**config.mk**
```make
export PLATFORM = sky130hd
export DESIGN_NAME = tmce_ctrl
export DESIGN_NICKNAME = d
export VERILOG_FILES = /design/src/sv/tmce_pkg.sv /design/src/sv/tmce_ctrl.sv
export SDC_FILE = /design/constraint.sdc
export NUM_CORES = 1
export LEC_CHECK = 0
export BUFFER_PORTS_ARGS = -buffer_cell sky130_fd_sc_hd__buf_2
export CAP_MARGIN = 10
export CORE_AREA = 4 4 41 43
export CTS_CLUSTER_SIZE = 10
export DETAILED_ROUTE_END_ITERATION = 7
export DIE_AREA = 0 0 45 47
export PLACE_DENSITY = 0.42
export SETUP_SLACK_MARGIN = 0.5
export SLEW_MARGIN = 30
export SYNTH_ARGS = -nofsm -noshare
export SYNTH_HDL_FRONTEND = slang
export SYNTH_SLANG_ARGS = --single-unit
export TNS_END_PERCENT = 10
```
**constraint.sdc**
```tcl
create_clock -name clk -period 1.5 [get_ports clk]
set_input_delay 0.45 -clock clk [delete_from_list [all_inputs] [get_ports clk]]
set_output_delay 0.45 -clock clk [all_outputs]
set_load 0.01 [all_outputs]
```
**src/sv/tmce_pkg.sv**
```systemverilog
// tmce_pkg: shared types and constants for the text mode console engine
// opcodes, character codes, field widths and the controller/datapath structs
// no dependencies
`timescale 1ns / 1ps

package tmce_pkg;

  // default screen geometry
  localparam int COLUMNS_DEF = 80;
  localparam int ROWS_DEF    = 25;

  // fixed field widths
  localparam int OP_W   = 2;
  localparam int CHAR_W = 8;
  localparam int COL_W  = 7;
  localparam int ROW_W  = 5;
  localparam int IDX_W  = 11;
  localparam int LOC_W  = 11;
  localparam int CELL_W = 16;
  localparam int ATTR_W = 8;

  // operation codes
  typedef enum logic [OP_W-1:0] {
    OP_PUT   = 2'd0,
    OP_SET   = 2'd1,
    OP_CLEAR = 2'd2,
    OP_READ  = 2'd3
  } opcode_t;

  // character codes handled by put
  localparam logic [CHAR_W-1:0] CH_BS        = 8'h08;
  localparam logic [CHAR_W-1:0] CH_TAB       = 8'h09;
  localparam logic [CHAR_W-1:0] CH_LF        = 8'h0A;
  localparam logic [CHAR_W-1:0] CH_CR        = 8'h0D;
  localparam logic [CHAR_W-1:0] CH_SPACE     = 8'h20;
  localparam logic [CHAR_W-1:0] CH_PRINT_MAX = 8'h7F;

  // attribute after reset
  localparam logic [ATTR_W-1:0] RESET_ATTR = 8'h0F;

  // controller to datapath commands
  typedef struct packed {
    logic accept;     // latch a new transaction, issue its read
    logic exec;       // carry out the latched operation
    logic fill;       // write one blank cell at the sweep pointer
    logic fill_init;  // blank with the reset attribute
    logic scroll_rd;  // read the cell one row below the pointer
    logic scroll_wr;  // write that cell at the pointer
  } cmd_t;

  // datapath to controller status
  typedef struct packed {
    logic need_fill;    // latched operation clears the screen
    logic need_scroll;  // put moves past the last row
    logic fill_last;    // pointer at the last cell
    logic scroll_last;  // pointer at the last cell that gets copied
  } status_t;

endpackage

```
**src/sv/tmce_ctrl.sv**
```systemverilog
// tmce_ctrl: sequencer for the text mode console engine
// steps the datapath through reset clear, operations, scroll and fill sweeps
// depends on tmce_pkg
`timescale 1ns / 1ps

module tmce_ctrl (
  input  logic             clk,
  input  logic             rst,
  input  logic             start,
  output logic             busy,
  output logic             done,
  output tmce_pkg::cmd_t   cmd,
  input  tmce_pkg::status_t status
);
  import tmce_pkg::*;

  typedef enum logic [2:0] {
    S_INIT,
    S_IDLE,
    S_EXEC,
    S_SCROLL_RD,
    S_SCROLL_WR,
    S_FILL
  } state_t;

  state_t state;

  // state register and result strobe
  always_ff @(posedge clk) begin
    if (rst) begin
      state <= S_INIT;
      done  <= 1'b0;
    end else begin
      // strobe registered from the last state of a transaction
      done <= ((state == S_EXEC) && !status.need_fill && !status.need_scroll) ||
              ((state == S_FILL) && status.fill_last);
      case (state)
        S_INIT: begin
          if (status.fill_last) state <= S_IDLE;
        end
        S_IDLE: begin
          if (start) state <= S_EXEC;
        end
        S_EXEC: begin
          if (status.need_fill) begin
            state <= S_FILL;
          end else if (status.need_scroll) begin
            state <= S_SCROLL_RD;
          end else begin
            state <= S_IDLE;
          end
        end
        S_SCROLL_RD: begin
          state <= S_SCROLL_WR;
        end
        S_SCROLL_WR: begin
          if (status.scroll_last) state <= S_FILL;
          else state <= S_SCROLL_RD;
        end
        S_FILL: begin
          if (status.fill_last) state <= S_IDLE;
        end
        default: begin
          state <= S_INIT;
        end
      endcase
    end
  end

  // command decode
  always_comb begin
    cmd           = '0;
    cmd.accept    = (state == S_IDLE) && start;
    cmd.exec      = (state == S_EXEC);
    cmd.fill      = (state == S_FILL) || (state == S_INIT);
    cmd.fill_init = (state == S_INIT);
    cmd.scroll_rd = (state == S_SCROLL_RD);
    cmd.scroll_wr = (state == S_SCROLL_WR);
  end

  assign busy = (state != S_IDLE);

  // a result only appears once the engine is free again
  a_done_idle: assert property (@(posedge clk) disable iff (rst) done |-> !busy)
    else $error("result strobe while busy");

  // an accepted transaction makes the engine busy, with no result yet, in the cycle after acceptance
  a_accept_busy: assert property (@(posedge clk) disable iff (rst)
    (start && !busy) |=> (busy && !done))
    else $error("accepted transaction did not occupy the engine");

  // no two results back to back
  a_done_single: assert property (@(posedge clk) disable iff (rst) done |=> !done)
    else $error("result strobe held for two cycles");

endmodule

```
==> results of run 1 <==
[routing by layer]
layer  GRT usage [%]  vias to the layer above  wire length [µm]
li1                -                      179                 -
met1            11.8                      165               368
met2            13.8                       19               375
met3            2.68                        0                78
met4            7.02                        0                 0
met5               0                        -                 0
[cells by family after synthesis]
family,share of synthesized area [%]
flops,26.1
simple gates,44.1
xor+xnor,2.86
buf+inv,8.16
compound gates,18.8
[final timing paths]
check	end	start	slack, ps	depth (start not counted)
min reg2reg	state[2]$_SDFFE_PP0P_	state[1]$_SDFFE_PP0P_	600	3
min	done$_SDFF_PP0_	rst	430	2
max	cmd[5]	state[2]$_SDFFE_PP0P_	-120	3
max reg2reg	state[1]$_SDFFE_PP0P_	state[0]$_SDFFE_PP0P_	280	3
[cells in the final DEF (no fill, tap or decap), drive strengths merged]
cell and count:
buf 20, nor2 6, nor2b 5, o21ai 4, dfxtp 4, clkbuf 3
a21oi 3, nand3 2, or3b 1, and3b 1, and2 1, nor3 1
xor2 1, inv 1, o21a 1, nand4bb 1, or4b 1, o211ai 1
and4bb 1, o21bai 1, or2 1
[timing repair]
item                       4_1_cts  5_1_grt
pin swaps                        4        2
resized for setup                9        2
setup endpoints to repair       11       12
hold endpoints to repair         0        0
[report_power, final]
group          internal [µW]  switching, µW
clock                   89.2           39.1
combinational           75.0           66.4
sequential               115           6.62
[registers in the layout (all words and copies together), names as in the netlist]
register	cells
state	3
done	1
[worst max-delay path: stages, from the launching register on]
cell and delay [ps]:
sky130_fd_sc_hd__dfxtp_2 330, sky130_fd_sc_hd__or3b_4 420, sky130_fd_sc_hd__nor2_4 90, sky130_fd_sc_hd__buf_6 100
[metrics by stage]
step / hold slack [ps] / utilization, % / TNS, ps / setup WS (ps)
global route: 423 / 38.3 / -755 / -170
detailed placement: 600 / 33.8 / 0 / 79.3
global placement: 612 / 33.8 / 0 / 94.3
finish: 426 / 38.3 / -329 / -120
CTS: 411 / 37.7 / -402 / -126
floorplan: 519 / - / 0 / 107
[layout make-up]
class | count | area (µm²)
repair buffers | 20 | 141
clock buffers | 3 | 22.5
flip-flops and latches | 4 | 83.8
inverters | 1 | 3.75
multi-input cells | 32 | 228
well taps | 15 | 18.8
fillers | 143 | 803
==> flow_summary_export.csv, run 1 <==
group,metric,value,unit
grt,grt_use_total,9.48,%
floorplan,die_area,2120,µm²
power_and_ir_drop,fin_total_pwr,391,µW
finish,drive_gt1_share,55.0,%
route,average_via_count_per_standard_cell,4.84,
floorplan,core_area,1300,µm²
job,max_cap_violations,0,
clocking,worst_setup_hold_path_clk_slew,30,ps
timing,final.setup_skew,0.643,ps
yosys,ys_ff_latch,4,
critical_path,critPathKind,"flop to output port",
route,drc,0,
yosys,synth_commonest_cells,"sky130_fd_sc_hd__nor2_1 (6), sky130_fd_sc_hd__nor2b_1 (5), sky130_fd_sc_hd__dfxtp_1 (4), sky130_fd_sc_hd__o21ai_0 (4), sky130_fd_sc_hd__a21oi_1 (3)",
yosys,synth_top_area_share,26.1,%
yosys,synth_top_cells_by_area,"sky130_fd_sc_hd__dfxtp_1 (26%), sky130_fd_sc_hd__nor2b_1 (10%), sky130_fd_sc_hd__nor2_1 (7.3%)",
yosys,flip_flop_cell_with_the_highest_count_after_synthesis,"sky130_fd_sc_hd__dfxtp_1",
clocking,cts-hold-fix-buffers,0,
timing,max_slew_margin,88.3,%
timing,fin_crit,1620,ps
floorplan,placementRows,13,
floorplan,ios,15,
route,final_antenna_net_count,0,
clocking,clockBufferDepth,2,
finish,design.final.nets,69,
yosys,syn_area,307,µm²
timing,setup_repair_after_global_routing_missed_its_margin,"yes",
timing,setup_slack,-120,ps
clocking,cts-buffers-inserted,3,
grt,pin_count_of_the_biggest_net_entering_global_routing,10,
yosys,number_of_enable_flip_flop_cells_after_synthesis,0,
clocking,clock-root-buffer,"sky130_fd_sc_hd__clkbuf_4",
floorplan,die_h,47,µm
timing,tightestPinTransition,175,ps
hold_path,hold_path.class,"input pin to flop",
power_and_ir_drop,p_leak,0.000224,µW
power_and_ir_drop,cellPowerDensity,786,nW/µm²
yosys,yosys_warnings,0,
floorplan,initial_standard_cell_utilization_of_the_core,23.6,%
grt,vias_in_the_first_global_route,354,
route,num_vias,363,
yosys,synthMostInstantiatedCell,"sky130_fd_sc_hd__nor2_1",
yosys,ys_async_sr_fraction,0,%
power_and_ir_drop,max-vdd-ir-drop,0.261,mV
finish,final_design_area_no_fill,498,µm²
grt,overflow,0,
clocking,h-tree-depth,1,
route,drt_first_pass_iters,4,
timing,timing_max_transition_violations_final,0,
finish,flow.area_growth_from_synthesis,62.4,%
placement,post-dp-hpwl,626,µm
critical_path,critical_path_required,1050,ps
yosys,post_synth_inst_count,40,
clocking,post_cts.repair.setup_buffers,0,
critical_path,critPathCaptureType,"output port",
critical_path,crit_arrival,1170,ps
timing,finalSetupViolations,6,
run_status,outcome,"complete, but fails checks",
grt,number_of_antenna_violations_at_the_first_check_in_global_routing,0,
floorplan,die_w,45,µm
clocking,clock_insertion_delay_worst_skew,230,ps
critical_path,crit_path_start_kind,"flop",
finish,antenna_cells_inserted,0,
route,route.final.wire_length,822,µm
run_status,violations,"negative setup slack",
clocking,clock-sinks,4,
timing,fmax,0.617,GHz
finish,final_cell_count_no_fill,75,
yosys,synth_largest_area_cell,"sky130_fd_sc_hd__dfxtp_1",
timing,final-hold-violation-count,0,
timing,fin_crit_sh,108,%
yosys,synth.distinct_cells,22,
route,routedWlPerCell,11.0,µm
critical_path,worst-path-max-fanout,5,
yosys,post_synth_net_total,47,
clocking,tritoncts,"built",
placement,placed_cells,72,
yosys,yosysSeqAreaShare,26.1,%
placement,place.gp.congestion,0.765,
placement,detailed_place.area,439,µm²
route,number_of_violations_reported_at_the_end_of_detailed_routing_iteration_0,8,
placement,port-buffer-count,14,
grt,first_pass_grt_wire_length,1440,µm
yosys,syn_area_per_cell,7.66,µm²
(Power assumes the default switching activity.)
==> run 2, diff against run 1 <==
CORE_AREA = 2 2 39 41   (was 4 4 41 43)
DIE_AREA = 0 0 41 43   (was 0 0 45 47)
MAX_ROUTING_LAYER = met4   (was default)
==> run 2 against run 1 <==
  * Die area fell by 17%
  * Core utilization fell by 1.1 points
  * Combinational power rose by 6%
  * Clock skew rose by 2.1 ps
  * Setup slack improved by 12 ps
  * Sequential power fell by 4%
  * Via count fell by 2.5%
  * Highest routed layer unchanged
  * Flip-flop and latch count did not move
  * Largest power group unchanged
  * Total power rose by 1.7%
  * The run still ends with negative setup slack left
  * Cell count rose by 4.0%
==> flow_summary_export.csv, run 2 (synthesis results as in run 1) <==
group,metric,value,unit
route,routedWlPerCell,11.0,µm
route,route.final.wire_length,858,µm
timing,fin_crit_sh,107,%
critical_path,cpMaxStageDelayCell,"sky130_fd_sc_hd__or3b_4",
critical_path,worst-path-max-fanout,3,
finish,design.final.nets,71,
grt,grt_use_total,12.0,%
clocking,tritoncts,"built",
hold_path,hold_path.class,"input pin to flop",
finish,antenna_cells_inserted,0,
critical_path,crit_arrival,1160,ps
critical_path,cp_top_family,"simple AND/OR/NAND/NOR gates",
placement,place.gp.congestion,0.793,
floorplan,placementRows,14,
timing,timing_max_transition_violations_final,0,
timing,hold_slack_final,413,ps
route,final_antenna_net_count,0,
timing,final-hold-violation-count,0,
placement,port-buffer-count,14,
critical_path,ff2ff_path_depth,5,
grt,pin_count_of_the_biggest_net_entering_global_routing,14,
finish,drive_gt1_share,56.5,%
power_and_ir_drop,p_leak,0.000234,µW
critical_path,cp_cell_sequence,"or3b_4 > nor2_4 > buf_6",
timing,setup_slack,-109,ps
job,max_cap_violations,0,
floorplan,die_w,41,µm
finish,layout.cells.most_common,"sky130_fd_sc_hd__buf_2",
finish,most-common-layout-cells,"sky130_fd_sc_hd__buf_2 (13), sky130_fd_sc_hd__buf_4 (7), sky130_fd_sc_hd__nor2_1 (4), sky130_fd_sc_hd__o21ai_0 (4)",
critical_path,reg2reg_from,"state[2]$_SDFFE_PP0P_",
floorplan,core_area,1380,µm²
clocking,clock-root-buffer,"sky130_fd_sc_hd__clkbuf_4",
critical_path,critPathCaptureType,"output port",
critical_path,crit_path_start_kind,"flop",
finish,regMostFlops,"state",
power_and_ir_drop,power.share.sequential,29.4,%
grt,first_pass_grt_wire_length,1410,µm
grt,number_of_antenna_violations_at_the_first_check_in_global_routing,0,
power_and_ir_drop,cellPowerDensity,774,nW/µm²
critical_path,cp.buffers_inverters,1,
finish,flip_flop_count_of_the_largest_register_all_copies_and_words_added,3,
clocking,clock_insertion_delay_worst_skew,230,ps
timing,tightestPinTransition,207,ps
grt,overflow,0,
power_and_ir_drop,cell_internal_pwr,279,µW
route,drc,0,
critical_path,critPathKind,"flop to output port",
clocking,clock-sinks,4,
power_and_ir_drop,p_clk_share,32.9,%
route,average_via_count_per_standard_cell,4.54,
finish,final_design_area_no_fill,514,µm²
timing,fmax,0.622,GHz
critical_path,setup.worst_path.start,"state[0]$_SDFFE_PP0P_",
timing,setup_repair_after_global_routing_missed_its_margin,"yes",
finish,flow.area_growth_from_synthesis,67.8,%
floorplan,ios,15,
critical_path,critical_path_required,1050,ps
clocking,clockBufferDepth,2,
clocking,worst_setup_hold_path_clk_slew,40,ps
critical_path,timing.critical_path.slowest_cell_delay,410,ps
power_and_ir_drop,max-vdd-ir-drop,0.208,mV
route,num_vias,354,
timing,fin_crit,1610,ps
floorplan,die_area,1760,µm²
clocking,cts-buffers-inserted,3,
timing,max_slew_margin,86.1,%
route,number_of_violations_reported_at_the_end_of_detailed_routing_iteration_0,8,
critical_path,r2r-end,"state[1]$_SDFFE_PP0P_",
placement,detailed_place.area,428,µm²
critical_path,rrSetupSlack,90,ps
placement,place_ws,66.4,ps
clocking,h-tree-depth,1,
power_and_ir_drop,power.net_switching,119,µW
critical_path,cp_num_cells,3,
route,drt_first_pass_iters,4,
finish,biggestRegsByFlops,"state: 3 flops, done: 1 flops",
clocking,cts-hold-fix-buffers,0,
timing,finalSetupViolations,4,
floorplan,die_h,43,µm
critical_path,setup.worst_path.end,"cmd[5]",
timing,final.setup_skew,2.78,ps
power_and_ir_drop,switching_share,29.8,%
finish,finish.utilization,37.2,%
power_and_ir_drop,p_comb_share,37.7,%
run_status,outcome,"complete, but fails checks",
grt,vias_in_the_first_global_route,354,
timing,tns,-240,ps
floorplan,initial_standard_cell_utilization_of_the_core,22.2,%
run_status,violations,"negative setup slack",
placement,post-dp-hpwl,628,µm
-- run 2: cell count changes in the layout (fill, tap and decap cells not counted), sizes merged --
cell  change
buf       +2
-- run 2: how the worst min path moves through the flow --
stage                                      from                    end  slack (ps)  cells after the start
after global placement    state[0]$_SDFFE_PP0P_        done$_SDFF_PP0_         650                      3
after global routing                        rst  state[2]$_SDFFE_PP0P_         410                      2
after detailed placement  state[1]$_SDFFE_PP0P_        done$_SDFF_PP0_         650                      3
after CTS                                   rst  state[2]$_SDFFE_PP0P_         410                      2
after floorplan                             rst        done$_SDFF_PP0_         520                      1
final                                       rst  state[2]$_SDFFE_PP0P_         410                      2
-- run 2: final cells by class --
| cell class | count | area [µm²] |
|---|---|---|
| inverters | 1 | 3.75 |
| multi-input cells | 32 | 243 |
| fillers | 148 | 870 |
| well taps | 16 | 20.0 |
| flip-flops and latches | 4 | 85.1 |
| clock buffers | 3 | 22.5 |
| repair buffers | 22 | 140 |
-- run 2: metrics by stage --
step | instances | total power (µW)
after floorplan | 40 | 195
after global placement | 73 | 252
after detailed placement | 73 | 249
after CTS | 78 | 394
after global routing | 78 | 426
final | 78 | 398
-- run 2: power groups by stage --
stage                     sequential (µW)  combinational, µW  clock (µW)
final                                 117                150         131
after global routing                  118                163         145
after CTS                             117                139         138
after detailed placement              121                128           0
after global placement                121                131           0
after floorplan                       120               75.0           0
-- run 2: repair_timing --
action / 4_1_cts / 5_1_grt
resized for setup: 7 / 6
pin swaps: 5 / 5
setup endpoints to repair: 12 / 12
setup buffers: 2 / 0
hold endpoints to repair: 0 / 0
-- run 2: layer usage --
metal | up-vias | share of wire (%) | GRT usage, %
li1 | 182 | - | -
met1 | 164 | 47 | 15.8
met2 | 8 | 49 | 16.6
met3 | 0 | 4.1 | 1.57
met4 | 0 | 0 | 8.00
met5 | - | 0 | -
